**config.mk**
```make
export PLATFORM = sky130hd
export DESIGN_NAME = tracker_pattern_packer
export DESIGN_NICKNAME = d
export VERILOG_FILES = /design/src/rtl/tpp_pkg.sv /design/src/rtl/tpp_serializer.sv /design/src/rtl/tracker_pattern_packer.sv
export SDC_FILE = /design/constraint.sdc
export NUM_CORES = 2
export LEC_CHECK = 0
export ABC_AREA = 1
export BUFFER_PORTS_ARGS = -buffer_cell sky130_fd_sc_hd__clkbuf_2
export CAP_MARGIN = 5
export CORE_MARGIN = 4
export CORE_UTILIZATION = 60
export CTS_CLUSTER_DIAMETER = 100
export CTS_CLUSTER_SIZE = 25
export DETAILED_ROUTE_END_ITERATION = 7
export PLACE_DENSITY = 0.76
export SLEW_MARGIN = 5
export SYNTH_ARGS = -nofsm -noshare
export SYNTH_HDL_FRONTEND = slang
export SYNTH_HIERARCHICAL = 1
export SYNTH_SLANG_ARGS = --single-unit
```
**constraint.sdc**
```tcl
create_clock -name clk -period 13 [get_ports clk]
set_input_delay 1.95 -clock clk [delete_from_list [all_inputs] [get_ports clk]]
set_output_delay 1.95 -clock clk [all_outputs]
set_load 0.05 [all_outputs]
```
**src/rtl/tpp_pkg.sv**
```systemverilog
// Shared types and constants for the tracker pattern packer.
`timescale 1ns / 1ps
package tpp_pkg;

	localparam int CHANNELS = 64;
	localparam int CH_W     = $clog2(CHANNELS);
	localparam int MAX_B    = 7;

	typedef enum logic [1:0] {
		REQ_CELL  = 2'd0,
		REQ_EOR   = 2'd1,
		REQ_START = 2'd2,
		REQ_RSVD  = 2'd3
	} req_t;

	localparam logic [7:0] EMPTY8    = 8'd255;
	localparam logic [8:0] EMPTY_VOL = 9'd256;
	localparam logic [7:0] MARK_BIT  = 8'd128;
	localparam logic [6:0] NOTE_OFF  = 7'd120;
	localparam logic [6:0] NOTE_CUT  = 7'd121;
	localparam logic [7:0] OFF_CODE  = 8'd255;
	localparam logic [7:0] CUT_CODE  = 8'd254;

	localparam logic [7:0] W_NOTE = 8'h01;
	localparam logic [7:0] W_INST = 8'h02;
	localparam logic [7:0] W_VOL  = 8'h04;
	localparam logic [7:0] W_CMD  = 8'h08;
	localparam logic [7:0] R_NOTE = 8'h10;
	localparam logic [7:0] R_INST = 8'h20;
	localparam logic [7:0] R_VOL  = 8'h40;
	localparam logic [7:0] R_CMD  = 8'h80;

	// per-channel cache word
	typedef struct packed {
		logic [7:0] note;
		logic [7:0] inst;
		logic [8:0] vol;
		logic [7:0] cmd;
		logic [7:0] par;
		logic [7:0] mask;
	} entry_t;

	localparam entry_t ENTRY_RST = '{
		note: EMPTY8, inst: EMPTY8, vol: EMPTY_VOL, cmd: EMPTY8, par: 8'd0, mask: 8'd0
	};

	// bytes produced by one item, first byte in slot 0
	typedef struct packed {
		logic [MAX_B-1:0][7:0] bytes;
		logic [2:0]            cnt;
	} burst_t;

endpackage

```
**src/rtl/tpp_serializer.sv**
```systemverilog
// Output stage: holds one item's bytes and shifts them out one per handshake.
`timescale 1ns / 1ps
module tpp_serializer import tpp_pkg::*; (
	input  logic       clk,
	input  logic       arst_n,
	input  logic       load,
	input  burst_t     burst,
	output logic       rdy,
	output logic       m_tvalid,
	input  logic       m_tready,
	output logic [7:0] m_tdata,   // [7:0] byte_out
	output logic       m_tlast
);

	logic [MAX_B-1:0][7:0] bytes_q;
	logic [2:0]            cnt_q;

	assign m_tvalid = (cnt_q != 3'd0);
	assign m_tlast  = (cnt_q == 3'd1);
	assign m_tdata  = bytes_q[0];
	assign rdy      = (cnt_q == 3'd0) || (cnt_q == 3'd1 && m_tready);

	always_ff @(posedge clk or negedge arst_n) begin
		if (!arst_n) begin
			cnt_q <= 3'd0;
		end else if (load) begin
			cnt_q <= burst.cnt;
		end else if (m_tvalid && m_tready) begin
			cnt_q <= cnt_q - 3'd1;
		end
	end

	always_ff @(posedge clk) begin
		if (load) begin
			bytes_q <= burst.bytes;
		end else if (m_tvalid && m_tready) begin
			bytes_q <= {8'd0, bytes_q[MAX_B-1:1]};
		end
	end

endmodule

```
**src/rtl/tracker_pattern_packer.sv**
```systemverilog
// Top level: per-channel cache memory, read-modify-write stage and output stage.
//
//  channel | dir | tdata                          | tuser         | tlast
//  s_*     | in  | cell fields, 56 bits (49 used) | req_type [1:0]| -
//  m_*     | out | byte_out [7:0]                 | -             | last byte of item
//
// An item is taken every cycle while the output stage can accept its bytes;
// a cell puts out 1 to 7 bytes, an end of row 1.
// The cache memory is read at accept and written back when the item moves on;
// the first byte leaves from the output stage register after the update stage.
// Reset and a start item clear 64 valid bits at once; no clearing pass.
// Output stalls back up through the update stage to s_tready.
`timescale 1ns / 1ps
module tracker_pattern_packer import tpp_pkg::*; (
	input  logic        clk,
	input  logic        arst_n,
	input  logic        s_tvalid,
	output logic        s_tready,
	// [5:0] channel, [12:6] note, [13] note_empty, [21:14] instrument,
	// [22] instrument_empty, [30:23] volume, [31] volume_empty,
	// [39:32] command, [40] command_empty, [48:41] parameter_req, [55:49] zero
	input  logic [55:0] s_tdata,
	input  logic [1:0]  s_tuser,  // [1:0] req_type
	output logic        m_tvalid,
	input  logic        m_tready,
	output logic [7:0]  m_tdata,  // [7:0] byte_out
	output logic        m_tlast
);

	entry_t mem [CHANNELS];
	entry_t rd_q;

	logic                s1_v;
	req_t                s1_type;
	logic [CH_W-1:0]     s1_ch;
	logic [6:0]          s1_note;
	logic                s1_ne;
	logic [7:0]          s1_inst;
	logic                s1_ie;
	logic [7:0]          s1_vol;
	logic                s1_ve;
	logic [7:0]          s1_cmd;
	logic                s1_ce;
	logic [7:0]          s1_par;

	logic [CHANNELS-1:0] valid_q;
	logic                fwd_v_q;
	logic [CH_W-1:0]     fwd_ch_q;
	entry_t              fwd_q;

	logic   in_acc, s1_adv, ser_rdy, wr_en, clr, is_cell;
	entry_t cur, nxt;
	burst_t burst;
	logic [7:0] flags, cmd_code;
	logic [MAX_B-1:0][7:0] cand;
	logic [MAX_B-1:0]      en;
	logic [2:0]            k;

	assign in_acc   = s_tvalid && s_tready;
	assign s1_adv   = s1_v && (burst.cnt == 3'd0 || ser_rdy);
	assign s_tready = !s1_v || s1_adv;

	// cache lookup: cleared entries read as reset, last write forwarded
	always_comb begin
		if (!valid_q[s1_ch]) begin
			cur = ENTRY_RST;
		end else if (fwd_v_q && fwd_ch_q == s1_ch) begin
			cur = fwd_q;
		end else begin
			cur = rd_q;
		end
	end

	always_comb begin
		is_cell = (s1_type == REQ_CELL) && ({1'b0, s1_ch} < 7'(CHANNELS)) &&
			!(s1_ne && s1_ie && s1_ve && s1_ce && s1_par == 8'd0);
		flags    = 8'd0;
		nxt      = cur;
		cmd_code = s1_ce ? EMPTY8 : s1_cmd;
		if (!s1_ne) begin
			if ({1'b0, s1_note} != cur.note) begin
				flags    = flags | W_NOTE;
				nxt.note = {1'b0, s1_note};
			end else begin
				flags = flags | R_NOTE;
			end
		end
		if (!s1_ie) begin
			if (s1_inst != cur.inst) begin
				flags    = flags | W_INST;
				nxt.inst = s1_inst;
			end else begin
				flags = flags | R_INST;
			end
		end
		if (!s1_ve) begin
			if ({1'b0, s1_vol} != cur.vol) begin
				flags   = flags | W_VOL;
				nxt.vol = {1'b0, s1_vol};
			end else begin
				flags = flags | R_VOL;
			end
		end
		if (!s1_ce || s1_par != 8'd0) begin
			if (cmd_code != cur.cmd || s1_par != cur.par) begin
				flags   = flags | W_CMD;
				nxt.cmd = cmd_code;
				nxt.par = s1_par;
			end else begin
				flags = flags | R_CMD;
			end
		end
		nxt.mask = flags;

		// candidate bytes in stream order
		if (flags != cur.mask) begin
			cand[0] = ({2'b00, s1_ch} + 8'd1) | MARK_BIT;
		end else begin
			cand[0] = {2'b00, s1_ch} + 8'd1;
		end
		en[0]   = 1'b1;
		cand[1] = flags;
		en[1]   = (flags != cur.mask);
		if (s1_note == NOTE_OFF) begin
			cand[2] = OFF_CODE;
		end else if (s1_note == NOTE_CUT) begin
			cand[2] = CUT_CODE;
		end else begin
			cand[2] = {1'b0, s1_note};
		end
		en[2]   = (flags & W_NOTE) != 8'd0;
		cand[3] = s1_inst + 8'd1;
		en[3]   = (flags & W_INST) != 8'd0;
		cand[4] = s1_vol;
		en[4]   = (flags & W_VOL) != 8'd0;
		cand[5] = s1_ce ? 8'd0 : s1_cmd + 8'd1;
		en[5]   = (flags & W_CMD) != 8'd0;
		cand[6] = s1_par;
		en[6]   = (flags & W_CMD) != 8'd0;

		burst.bytes = '0;
		burst.cnt   = 3'd0;
		k           = 3'd0;
		case (s1_type)
			REQ_EOR: begin
				burst.cnt = 3'd1;
			end
			REQ_CELL: begin
				if (is_cell) begin
					for (int i = 0; i < MAX_B; i++) begin
						if (en[i]) begin
							burst.bytes[k] = cand[i];
							k = k + 3'd1;
						end
					end
					burst.cnt = k;
				end
			end
			default: begin
				burst.cnt = 3'd0;
			end
		endcase
	end

	assign wr_en = s1_adv && is_cell;
	assign clr   = s1_adv && (s1_type == REQ_START);

	always_ff @(posedge clk) begin
		if (in_acc) begin
			rd_q <= mem[s_tdata[CH_W-1:0]];
		end
		if (wr_en) begin
			mem[s1_ch] <= nxt;
		end
	end

	always_ff @(posedge clk or negedge arst_n) begin
		if (!arst_n) begin
			s1_v    <= 1'b0;
			valid_q <= '0;
			fwd_v_q <= 1'b0;
		end else begin
			if (in_acc) begin
				s1_v <= 1'b1;
			end else if (s1_adv) begin
				s1_v <= 1'b0;
			end
			if (clr) begin
				valid_q <= '0;
				fwd_v_q <= 1'b0;
			end else if (wr_en) begin
				valid_q[s1_ch] <= 1'b1;
				fwd_v_q        <= 1'b1;
			end
		end
	end

	always_ff @(posedge clk) begin
		if (in_acc) begin
			s1_type <= req_t'(s_tuser);
			s1_ch   <= s_tdata[5:0];
			s1_note <= s_tdata[12:6];
			s1_ne   <= s_tdata[13];
			s1_inst <= s_tdata[21:14];
			s1_ie   <= s_tdata[22];
			s1_vol  <= s_tdata[30:23];
			s1_ve   <= s_tdata[31];
			s1_cmd  <= s_tdata[39:32];
			s1_ce   <= s_tdata[40];
			s1_par  <= s_tdata[48:41];
		end
		if (wr_en) begin
			fwd_ch_q <= s1_ch;
			fwd_q    <= nxt;
		end
	end

	tpp_serializer u_ser (
		.clk      (clk),
		.arst_n   (arst_n),
		.load     (s1_adv && burst.cnt != 3'd0),
		.burst    (burst),
		.rdy      (ser_rdy),
		.m_tvalid (m_tvalid),
		.m_tready (m_tready),
		.m_tdata  (m_tdata),
		.m_tlast  (m_tlast)
	);

endmodule

```
### Word level (Yosys, flattened, before mapping)

Memories as Yosys holds them, arrays and structs flattened. A register that Yosys moved wholly into a read port is not among the register bits.
Index checks and enable logic that the tools add are counted.

* multiplexer cells: 96
* equal/unequal tests: 12
* $add $sub $neg: 10
* order comparisons: 14
* bitwise logic cells: 1
* reductions and logical operators: 38

Operators with widths (count)
* $mux W56: 19
* $bwmux W56: 6
* $mux W8: 19
* $demux W8 S3: 6
* $mux W64: 2
* $mux W49: 2
* $or A64 B64 Y64: 1
* $mux W3: 20
* $mux W59: 1
* $mux W16: 2
* $ne A8 B8 Y1: 4
* $lt A3 B4 Y1 const B: 6
* $logic_and A1 B1 Y1: 20
* $add A3 B1 Y3 const B: 6
* $ge A3 B1 Y1 const B: 6
* $mux W9: 2
* $add A8 B1 Y8 const B: 2
* $eq A7 B7 Y1 const B: 2
* $mux W7: 2
* $mux W6: 2
* $mux W5: 2
* $ne A8 B9 Y1: 1
* $logic_not A8 Y1: 1
* $mux W1: 8
* 19 further kinds: 29

* memories kept: 1
* bits of input ports: 62
* flip-flop bits (word level): 231
* RAM bits: 3136
* output and inout bits: 11

Memories
* mem: words 64, bits a word 49, rd ports 1, clocked after memory_dff 1, write ports 1, line tracker_pattern_packer.sv:30 `entry_t mem [CHANNELS];`

### Logic depth before layout (Yosys ltp)

* word-level depth: 47
* gate-level depth with buffers: 48
* mapped depth without buffers: 44

### Modules after synthesis

Netlist, hierarchy kept.

By module, submodules not included
* tracker_pattern_packer: cells each 11053, times used 1, area an instance 136270.7 um^2, seq. area each 100476.4 um^2
* tpp_serializer: cells each 272, times used 1, area an instance 2672.6 um^2, seq. area each 1756.7 um^2

### Least setup slack after synthesis

OpenSTA, ideal clock, no wires.

* kind: register to register
* from: register s1_ch[0]
* to: memory mem[63][0] (netlist bit) (enable)
* arrival time: 8.616 ns
* setup slack: 3.868 ns
* cell stages (with the launch flop): 35
* cells stage by stage: edfxtp_1 > buf_6 > buf_2 > o211ai_1 > nand2_1 > o21ai_1 > nand2_1 > nor2_2 > nand2_4 > buf_6 > buf_6 > buf_6 > nand2_1 > xor2_1 > nor2_1 > nand3_1 > nor2_2 > nand2_1 > nand2_1 > nand2_1 > nor2_1 > nand2_1 > inv_1 > fa_1 > inv_1 > nand3_1 > nand2_1 > nor2_2 > nand2_1 > nand3_2 > nand2_2 > nand2_4 > nand2_4 > nand3_2 > nor3_1

RTL lines
* start: declaration: line tracker_pattern_packer.sv:35 `logic [CH_W-1:0] s1_ch;`
* start signal: assignment: line tracker_pattern_packer.sv:201 `s1_ch <= s_tdata[5:0];`
* end: declaration: line tracker_pattern_packer.sv:30

==> reports/summary.txt <==
================================================================================
Routed Antenna Nets                                                            0
Post-synth EDFFs                                                            3347
Resized Gates After CTS                                                        0
Required time of the critical path                                      13.50 ns
Relative area change from synthesis to final layout                       5.832%
Total number of yosys warnings                                                 6
Buffer count from post-CTS setup fixing                                        0
Final hold viol count                                                          0
Number of DRC markers in iteration 0                                       15196
Endpoint of the worst-slack reg-to-reg timing path                  mem[37][37]$_DFFE_PP_
Global route total overflow                                                    0
Number of buffers inserted during clock tree synthesis                       157
Setup crit end kind                                                    flip-flop
Clock Path Buffers                                                             3
Type of the most critical hold path                                      reg2reg
Slew of the pin with the lowest slew margin                             1.242 ns
Clock Latency Late Sink                                                  0.89 ns
Static leakage                                                          46.54 nW
Final Cycle Share                                                         0.7815
Distinct cell type count of the synthesized netlist                           50
Crit Path Class                                                          reg2reg
Sum of net half-perimeters after detailed placement                    220100 um
Unrepaired setup endpoints after global routing                               no
Clk_skew                                                              0.04367 ns
Number of ports placed on the die boundary                                    73
Sequential-to-total area share from yosys stat                            0.7358
Fraction of registers with async set or reset after synthesis            0.02020
Final RePlAce weighted congestion                                         0.9609
Syn nets                                                                   11398
Leading cell types in the layout, fill and taps excluded            3347 x sky130_fd_sc_hd__edfxtp_1, 2278 x sky130_fd_sc_hd__nor2_1, 2113 x sky130_fd_sc_hd__o21ai_0
Slowest CP cell                                                     sky130_fd_sc_hd__nor2_4
Outcome                                                             finished clean
Level count of the clock H-tree                                                4
Site Rows                                                                    176
Final critical path time including I/O delays and setup                 10.16 ns
Proportion of layout cells with a drive suffix above 1                   0.05971
Worst setup path start                                              s1_ch[0]$_DFFE_PP_
Destination of the critical timing path                             mem[37][37]$_DFFE_PP_
Netlist area before placement                                         138900 um2
CTS clock-pin slew for the worst setup and hold paths                    0.10 ns
Headroom to the max-slew limit                                            0.1696
Fraction of synthesized cell area taken by the top area cell type         0.7234
Largest net degree at the start of global routing                            204
Number of setup violations in the final report                                 0
Register-to-register setup slack                                         2.84 ns
DIE WIDTH                                                               489.2 um
Maximum fanout along the worst path                                           66
Vias per cell                                                              6.753
CORE AREA                                                             230100 um2
IR Drop Worst-Case VDD                                                 0.1605 mV
Leading register cell type out of synthesis                         sky130_fd_sc_hd__edfxtp_1
Per-instance average area after synthesis                              12.27 um2
Routed wirelength normalized by instance count                          28.40 um
Number of slew-limit violations in the final report                            0
Most common cell after layout, fill and taps aside                  sky130_fd_sc_hd__edfxtp_1
Layout net count                                                           11048
Count of vias placed by the detailed router                                94796
Max_cap viols                                                                  0
Pre-antenna DRT Iters                                                          6
Clk root buf                                                        sky130_fd_sc_hd__clkbuf_16
Maximum clock frequency                                                98.43 MHz
CP max stage delay                                                       1.03 ns
Number of antenna violations at the first check in global routing             19
Vias in the first global route                                             89704
Num Clock Sinks                                                             3416
Overall Global Routing Usage                                              0.3273
Number of hold-repair buffers added at the cts stage                           0
Reg-to-Reg Start                                                    s1_ch[0]$_DFFE_PP_
Register bit count reported by yosys                                        3416
Number of standard cells after synthesis                                   11325
Post-Route Hold Slack                                                  0.4916 ns
Cell depth of the worst flop-to-flop path                                     37
Ranking of synthesized cells by area                                sky130_fd_sc_hd__edfxtp_1 72%, sky130_fd_sc_hd__o21ai_0 7.7%, sky130_fd_sc_hd__nor2_1 6.3%
Routed wire length                                                     398700 um
Starting utilization of the core area                                     0.6038
Critical Path Most Common Cell                                      sky130_fd_sc_hd__nand2_1
Die Y                                                                   489.2 um
Startpoint class of the critical path                                  flip-flop
Overall die area                                                      239300 um2
First-pass GRT wire length                                             579600 um
Total power per unit cell area                                      148.8 nW/um2
Port Buffers                                                                  65
DRC Markers                                                                    0
Final setup TNS                                                             0 ns
TritonCTS clock tree                                                       built
Post-synth top area cell                                            sky130_fd_sc_hd__edfxtp_1
Crit path DAT                                                           10.66 ns
================================================================================
==> area by class of cell <==
cell class / instances / area (um2)
flip-flops and latches: 3416 / 102200
fillers: 16438 / 83070
multi-input cells: 6876 / 33480
clock buffers: 166 / 4005
well taps: 3026 / 3786
repair buffers: 291 / 2311
inverters: 233 / 917.1
clock inverters: 22 / 295.3
diodes: 8 / 20.02
==> kinds of logic after synthesis <==
group,share of synthesized area
and+or+nand+nor,0.09934
DFF,0.7358
AOI/OAI and AO/OA,0.1325
buffers and inverters,0.03016
xor gates and xnor gates,0.001135
adders and majority gates,0.001045
muxes,0.00008104
==> how the worst min path moves through the flow <==
| stage | start | endpoint | slack [ns] | depth (start not counted) |
|---|---|---|---|---|
| 2_1_floorplan | s1_ch[2]$_DFFE_PP_ | fwd_ch_q[2]$_DFFE_PP_ | 0.44 | 0 |
| 3_3_place_gp | valid_q[34]$_DFFE_PN0P_ | valid_q[34]$_DFFE_PN0P_ | 0.46 | 2 |
| 3_5_place_dp | valid_q[43]$_DFFE_PN0P_ | valid_q[43]$_DFFE_PN0P_ | 0.47 | 2 |
| 4_1_cts | valid_q[43]$_DFFE_PN0P_ | valid_q[43]$_DFFE_PN0P_ | 0.49 | 2 |
| 5_1_grt | valid_q[34]$_DFFE_PN0P_ | valid_q[34]$_DFFE_PN0P_ | 0.51 | 2 |
| 6_report | valid_q[38]$_DFFE_PN0P_ | valid_q[38]$_DFFE_PN0P_ | 0.49 | 2 |
==> where the power goes <==
group          leakage [nW]  total, mW  internal (mW)  switching (mW)
combinational          14.1       3.21          0.649            2.56
sequential             30.3       13.1           13.0           0.163
clock                  2.10       5.55           2.26            3.28
==> routing by layer <==
metal | vias to the layer above | share of wire | track usage
li1 | 40605 | - | -
met2 | 7057 | 0.45 | 0.5062
met3 | 1075 | 0.14 | 0.07849
met4 | 8 | 0.044 | 0.1294
met1 | 46051 | 0.36 | 0.4543
met5 | - | 0.00014 | 0
==> registers in the layout, indices dropped and copies added (netlist names), 48 cells and up <==
register and cells:
u_ser/bytes_q 48, valid_q 64, mem 3136, rd_q 49, fwd_q 49
==> synth_stat cells, drive strengths merged, types with 66 or more instances <==
library cell,number
a21oi,78
inv,230
o22ai,973
clkbuf,706
nand4,80
dfrtp,69
nand3,121
edfxtp,3347
o21ai,2164
nor2,2356
nand2,897
o32ai,66
buf,94
==> worst max-delay path: cells and delay by family (launching register included) <==
| kind | cells | cell delay (ns) |
|---|---|---|
| AND/OR/NAND/NOR | 26 | 4.99 |
| buffers and inverters | 9 | 3.50 |
| adder cells (fa/ha/maj) | 1 | 0.50 |
| flip-flops | 1 | 0.34 |
| AO/OA/AOI/OAI | 1 | 0.22 |
==> per-stage QoR <==
stage               std cells  instance area [um2]  power (mW)  worst slack [ns]  utilization
floorplan               11325               138900       15.33             3.868            -
global placement        13840               142700       16.39             3.176       0.6199
detailed placement      13841               142700       16.47             3.041       0.6200
CTS                     14029               147000       21.78             2.745       0.6387
global route            14033               147000       22.54             2.112       0.6389
finish                  14038               147000       21.87             2.841       0.6390
(Power assumes the default switching activity.)
